===== src/rtl/stid_pkg.sv =====
// Shared types and constants for the sorted table insert/delete unit.
// No dependencies; imported by the cell and the top level.
`timescale 1ns / 1ps

package stid_pkg;

  localparam int STID_CAPACITY   = 16;
  localparam int STID_VALUE_BITS = 32;

  // Request opcodes
  localparam logic MODE_INSERT = 1'b0;
  localparam logic MODE_DELETE = 1'b1;

  // Result status codes
  localparam logic [1:0] ST_DONE    = 2'd0;
  localparam logic [1:0] ST_FULL    = 2'd1;
  localparam logic [1:0] ST_MISSING = 2'd2;

  // Per-cycle command broadcast to every cell of the row
  typedef struct packed {
    logic do_insert;
    logic do_delete;
  } stid_op_t;

endpackage


===== src/rtl/stid_cell.sv =====
// One slot of the sorted row: holds an entry and its valid flag and trades
// data with its neighbors on insert (shift up) and delete (shift down).
// Depends on stid_pkg.
`timescale 1ns / 1ps

module stid_cell #(
  parameter int W = 32
) (
  input  logic              clk,
  input  logic              rst,
  input  stid_pkg::stid_op_t op,
  input  logic [W-1:0]      key,
  input  logic              left_valid,
  input  logic              left_greater,
  input  logic [W-1:0]      left_entry,
  input  logic              right_valid,
  input  logic [W-1:0]      right_entry,
  output logic              valid,
  output logic              greater,
  output logic              match,
  output logic [W-1:0]      entry
);
  import stid_pkg::*;

  logic at_or_above;
  logic ins_load;

  assign greater     = valid && ($signed(entry) > $signed(key));
  assign match       = valid && (entry == key);
  assign at_or_above = greater || match;

  // Load on insert where the new key or a displaced entry lands.
  assign ins_load = op.do_insert && left_valid && (greater || !valid);

  always_ff @(posedge clk) begin
    if (rst) begin
      valid <= 1'b0;
    end else if (op.do_insert) begin
      valid <= left_valid;
    end else if (op.do_delete && at_or_above) begin
      valid <= right_valid;
    end
  end

  always_ff @(posedge clk) begin
    if (ins_load) begin
      entry <= left_greater ? left_entry : key;
    end else if (op.do_delete && at_or_above) begin
      entry <= right_entry;
    end
  end

endmodule


===== src/rtl/sorted_table_insert_delete_unit.sv =====
// Sorted table insert/delete unit.
//
// Request channel (req_valid / req_stall) carries mode and value: mode
// MODE_INSERT places value after any equal entries, MODE_DELETE removes the
// first entry equal to value. Each request gives one response on the
// rsp_valid / rsp_stall channel: status (done, full, not found), entry_count,
// is_empty, and the smallest and largest values held (zero when empty).
//
// The table is a row of CAPACITY compare-and-shift cells; every cell decides
// locally in the cycle of the transfer, and the cells register the update.
// The response is formed in the following cycle (state S_RESULT), from the
// row's lowest cell and its last valid cell, and registered onto the outputs.
// No request is taken while a response is being formed in S_RESULT;
// a new request is taken in the same cycle the previous response transfers.
// While rsp_stall holds, the response stays put and req_stall is high.
// Reset (rst, synchronous) empties the table and drops any pending response.
// Values compare as two's complement numbers min(VALUE_BITS, 32) bits wide.
`timescale 1ns / 1ps

module sorted_table_insert_delete_unit #(
  parameter int CAPACITY   = stid_pkg::STID_CAPACITY,
  parameter int VALUE_BITS = stid_pkg::STID_VALUE_BITS
) (
  input  logic        clk,
  input  logic        rst,
  input  logic        req_valid,
  output logic        req_stall,
  input  logic        mode,
  input  logic [31:0] value,
  output logic        rsp_valid,
  input  logic        rsp_stall,
  output logic [1:0]  status,
  output logic [4:0]  entry_count,
  output logic        is_empty,
  output logic [31:0] smallest,
  output logic [31:0] largest
);
  import stid_pkg::*;

  localparam int EW = (VALUE_BITS < 32) ? VALUE_BITS : 32;
  localparam int CW = $clog2(CAPACITY + 1);

  localparam logic S_IDLE   = 1'b0;
  localparam logic S_RESULT = 1'b1;

  logic          state;
  logic          accept;
  logic [EW-1:0] key;
  stid_op_t      op;
  logic          full;
  logic          found;
  logic [1:0]    st_pending;
  logic [CW-1:0] held_count;

  logic [CAPACITY-1:0] cell_valid;
  logic [CAPACITY-1:0] cell_greater;
  logic [CAPACITY-1:0] cell_match;
  logic [CAPACITY-1:0] cell_last;
  logic [EW-1:0]       cell_entry [CAPACITY];
  logic [EW-1:0]       largest_sel;

  assign req_stall = (state == S_RESULT) || (rsp_valid && rsp_stall);
  assign accept    = req_valid && !req_stall;
  assign key       = value[EW-1:0];
  assign full      = cell_valid[CAPACITY-1];
  assign found     = |cell_match;

  assign op.do_insert = accept && (mode == MODE_INSERT) && !full;
  assign op.do_delete = accept && (mode == MODE_DELETE) && found;

  for (genvar i = 0; i < CAPACITY; i++) begin : g_cell
    logic          lv, lg, rv;
    logic [EW-1:0] le, re;

    if (i == 0) begin : g_first
      assign lv = 1'b1;
      assign lg = 1'b0;
      assign le = '0;
    end else begin : g_mid
      assign lv = cell_valid[i-1];
      assign lg = cell_greater[i-1];
      assign le = cell_entry[i-1];
    end

    if (i == CAPACITY - 1) begin : g_top
      assign rv = 1'b0;
      assign re = '0;
      assign cell_last[i] = cell_valid[i];
    end else begin : g_below
      assign rv = cell_valid[i+1];
      assign re = cell_entry[i+1];
      assign cell_last[i] = cell_valid[i] && !cell_valid[i+1];
    end

    stid_cell #(.W(EW)) u_cell (
      .clk          (clk),
      .rst          (rst),
      .op           (op),
      .key          (key),
      .left_valid   (lv),
      .left_greater (lg),
      .left_entry   (le),
      .right_valid  (rv),
      .right_entry  (re),
      .valid        (cell_valid[i]),
      .greater      (cell_greater[i]),
      .match        (cell_match[i]),
      .entry        (cell_entry[i])
    );
  end

  // Pick the last valid cell; at most one cell_last bit is set.
  always_comb begin
    largest_sel = '0;
    for (int i = 0; i < CAPACITY; i++) begin
      if (cell_last[i]) begin
        largest_sel = largest_sel | cell_entry[i];
      end
    end
  end

  always_ff @(posedge clk) begin
    if (rst) begin
      state      <= S_IDLE;
      rsp_valid  <= 1'b0;
      held_count <= '0;
    end else begin
      unique case (state)
        S_IDLE: begin
          if (rsp_valid && !rsp_stall) begin
            rsp_valid <= 1'b0;
          end
          if (accept) begin
            state <= S_RESULT;
          end
        end
        S_RESULT: begin
          rsp_valid <= 1'b1;
          state     <= S_IDLE;
        end
        default: state <= S_IDLE;
      endcase
      if (op.do_insert) begin
        held_count <= held_count + CW'(1);
      end else if (op.do_delete) begin
        held_count <= held_count - CW'(1);
      end
    end
  end

  // Payload registers
  always_ff @(posedge clk) begin
    if (accept) begin
      priority if (mode == MODE_INSERT && full) begin
        st_pending <= ST_FULL;
      end else if (mode == MODE_DELETE && !found) begin
        st_pending <= ST_MISSING;
      end else begin
        st_pending <= ST_DONE;
      end
    end
    if (state == S_RESULT) begin
      status      <= st_pending;
      entry_count <= 5'(held_count);
      is_empty    <= !cell_valid[0];
      smallest    <= cell_valid[0] ? 32'($signed(cell_entry[0])) : 32'd0;
      largest     <= 32'($signed(largest_sel));
    end
  end

endmodule


===== config.mk =====
export PLATFORM = sky130hd
export DESIGN_NAME = sorted_table_insert_delete_unit
export DESIGN_NICKNAME = d
export VERILOG_FILES = /design/src/rtl/stid_pkg.sv /design/src/rtl/stid_cell.sv /design/src/rtl/sorted_table_insert_delete_unit.sv
export SDC_FILE = /design/constraint.sdc
export NUM_CORES = 2
export LEC_CHECK = 0
export BUFFER_PORTS_ARGS = -buffer_cell sky130_fd_sc_hd__buf_2
export CAP_MARGIN = 40
export CORE_MARGIN = 4
export CORE_UTILIZATION = 35
export CTS_CLUSTER_DIAMETER = 40
export DETAILED_ROUTE_END_ITERATION = 6
export GPL_TIMING_DRIVEN = 0
export HOLD_SLACK_MARGIN = 0.12
export SLEW_MARGIN = 15
export SYNTH_ARGS = -nofsm -noshare
export SYNTH_HDL_FRONTEND = slang
export SYNTH_SLANG_ARGS = --single-unit

===== constraint.sdc =====
create_clock -name clk -period 8.9 [get_ports clk]
set_clock_uncertainty 0.15 [all_clocks]
set_input_delay 1.78 -clock clk [delete_from_list [all_inputs] [get_ports clk]]
set_output_delay 1.78 -clock clk [all_outputs]
set_load 0.05 [all_outputs]

==> flow_summary.toml <==
[synth]
synthFlopType = "edfxtp_1"
yosys_warnings = 0
synth_edf_count = 586
synth.top_cells.by_area = "edfxtp_1 39%, mux2_2 16%, ha_1 14%"
synth.distinct_cells = 77
synth.ff_latch_count = 609
avgSynthCellArea_sq_um = 11.4
syn-num-nets = 4528
synth_area_sq_mm = 0.0452
synth_top_area_share_pct = 39.0
synthCells = 3975
synthArstFlopShare_pct = 0
seq_area_frac_synth_pct = 40.0
synth_top_area_cell = "edfxtp_1"

[clock_tree]
insertion_delay_ps = 770
cts_tree = "built"
htreeDepth = 3
path_clk_slew_ps = 50
cts_setup_buffers = 0
cts_root_buf = "clkbuf_16"
clkSinkCount = 609
cts-resized-gates = 0
clk_path_buf_depth = 3
hold_buffers = 0
numCtsBuffers = 120

[worst_hold_path]
hp-class = "flip-flop to flip-flop"

[worst_setup_path]
worstPathMaxFanout = 17
crit_chain = "buf_2 -> clkbuf_1 -> inv_1 -> ha_1 -> nand4_1 -> nor4_2 -> buf_4 -> buf_4 -> nand2_1 -> a21oi_1 -> nor4_2 -> or4b_2 -> o211ai_2 -> buf_2 -> a31o_4 -> buf_12"
crit_type = "input pin to flip-flop"
worst_ep_arrival_time_ps = 8830
cp.required_ps = 9160
cp-start-kind = "input pin"
slowest_delay_ps = 690
end_kind = "flip-flop"
slowest_stage = "or4b_2"

[floorplan]
die_h_um = 367
rows = 131
boundaryPins = 111
die-area_sq_mm = 0.135
die_w_um = 367
start_util_pct = 35.3
coreArea_sq_mm = 0.128

[detailed_routing]
drc = 25
ant_nets = 0
drt_wl_total_um = 249000
routed_via_density = 6.80
drtPass1Iterations = 7
vias = 41800
wire_per_inst_um = 40.5
drtIter0Drc = 7330

[layout]
postLayoutCoreUtil_pct = 42.5
syn2layout_area_growth_pct = 20.4
n_fill_cell = 12100
nets = 4920
drive_above_1_share_pct = 29.1

[pwr]
p_leak_uw = 0.0214
ir_worst_vdd_mv = 0.152
power_density_mw_per_mm2 = 165

[run]
maxCapViolCount = 0

[timing]
layout_setup_ws_ps = 331
max_freq_ghz = 0.117
worstMarginPinSlew_ps = 1080
min_period_ps = 8570
drv_slew = 0
setup_viol = 0
hold_viol = 0
rsz0062_at_grt = "false"
slew-limit-headroom_pct = 27.8
fin_crit_sh_pct = 96.3

[global_route]
grt_max_degree = 46
grt_usage_pct = 35.5
grt_pass1_vias = 38500
grt_pass1_wl_um = 332000
grt_remaining_overflow = 0
antenna_found_initial = 26

[place]
gp_congestion = 1.05
io_buffers = 110
hpwlAfterDp_um = 186000
place_ws_ps = 168

[status]
status = "complete, but fails checks"
violations = "DRC"
report_power, final:
group | leakage, uW | internal (uW) | switching [uW]
Combinational | 0.0138 | 291 | 573
Clock | 0.00206 | 3110 | 1820
Sequential | 0.00556 | 3140 | 23.9
Total | 0.0214 | 6540 | 2410
state kept, by name, indices dropped and copies added, names as in the netlist:
signal	cells
entry_count	5
g_cell.u_cell.entry	512
g_cell.u_cell.valid	16
held_count	5
is_empty	1
largest	32
rsp_valid	1
smallest	32
st_pending	2
state	1
status	2
critical path, delay by kind of cell:
family	cells	cell delay (ps)
AOI/OAI and AO/OA	3	1480
buffers and inverters	7	2700
adders and majority gates	1	640
and+or+nand+nor	5	2160
per-stage QoR:
stage / total power, uW / std cells / hold slack (ps) / area (sq um) / TNS, ps
after floorplan: 3700 / 3975 / 250 / 45200 / 0
after global placement: 3990 / 5747 / 253 / 47800 / -1740430
after detailed placement: 4040 / 5891 / 262 / 49900 / 0
after CTS: 8920 / 6119 / 274 / 54200 / 0
after global routing: 9130 / 6135 / 289 / 54400 / 0
final: 8950 / 6148 / 272 / 54400 / 0
layout make-up:
| type | count | area, sq um | share of cell area [%] |
|---|---|---|---|
| multi-input cells | 3022 | 26100 | 47.9 |
| flip-flops and latches | 609 | 18100 | 33.2 |
| clock buffers | 129 | 3100 | 5.70 |
| repair buffers | 270 | 2430 | 4.46 |
| well taps | 1662 | 2080 | 3.82 |
| clock inverters | 99 | 1210 | 2.22 |
| plain buffers | 229 | 981 | 1.80 |
| inverters | 115 | 432 | 0.794 |
| diodes | 13 | 32.5 | 0.0598 |
cell families (layout without fill, tap and decap cells):
kind of cell               Yosys count  in the layout  share of synthesized area [%]
DFF                                609            609                           40.0
AOI/OAI and AO/OA                  923            923                           14.3
adders and majority gates          516            516                           14.3
and+or+nand+nor                    761            761                           8.32
muxes                              815            815                           20.0
buffers and inverters              344            842                           2.99
other                                0             13                              0
xor gates and xnor gates             7              7                          0.136
cell usage after synthesis (5+ instances only):
library cell,count
a21oi_1,276
mux2i_1,130
buf_1,11
buf_2,19
o211ai_1,14
nand2_1,167
nor4_1,26
a31o_2,6
nor2_1,221
a221oi_1,134
nor3_1,29
o21a_1,9
ha_1,515
nand3_1,60
dfxtp_1,23
or2_2,5
xnor2_1,5
o31a_1,9
a31oi_1,40
inv_1,115
nand4_1,162
clkbuf_1,193
a21bo_2,32
and4_1,10
a21o_1,70
and3_1,11
o31ai_1,14
a2111oi_0,10
o21ai_0,75
mux2_2,655
nand2b_1,12
edfxtp_1,586
mux2_1,30
nor2b_1,39
o22ai_1,37
a22o_1,128
a211oi_1,24
a21boi_0,5
per-layer routing:
layer | part of all wire, % | wire (um) | vias to the layer above | global-route usage [%]
met5 | 0.078 | 195 | - | 0
met4 | 8.6 | 21500 | 26 | 24.5
met3 | 14 | 35200 | 926 | 13.0
met2 | 39 | 97600 | 3547 | 48.9
met1 | 38 | 94500 | 20700 | 45.9
li1 | - | - | 16700 | -
cell usage in the layout, fill, tap and decap left out, types with 40 or more instances in the layout:
cell type  count
mux2_2       655
edfxtp_1     586
ha_1         515
a21oi_1      275
nor2_1       214
nand2_1      166
nand4_1      162
buf_2        155
clkbuf_1     150
a221oi_1     134
mux2i_1      128
a22o_1       128
clkbuf_16    123
inv_1        115
o21ai_0       75
a21o_1        66
nand3_1       60
buf_6         56
clkbuf_2      49
a31oi_1       40
worst paths after layout:
kind	from	to	slack (ps)	depth (start not counted)
setup / recovery	value[31]	g_cell[2].u_cell.entry[0]	330	16
hold / removal	st_pending[0]	status[0]	270	0
setup reg to reg	g_cell[2].u_cell.entry[31]	g_cell[2].u_cell.entry[0]	2390	13
hold reg to reg	st_pending[0]	status[0]	270	0
Note: power is estimated with default switching activity, not from simulation.
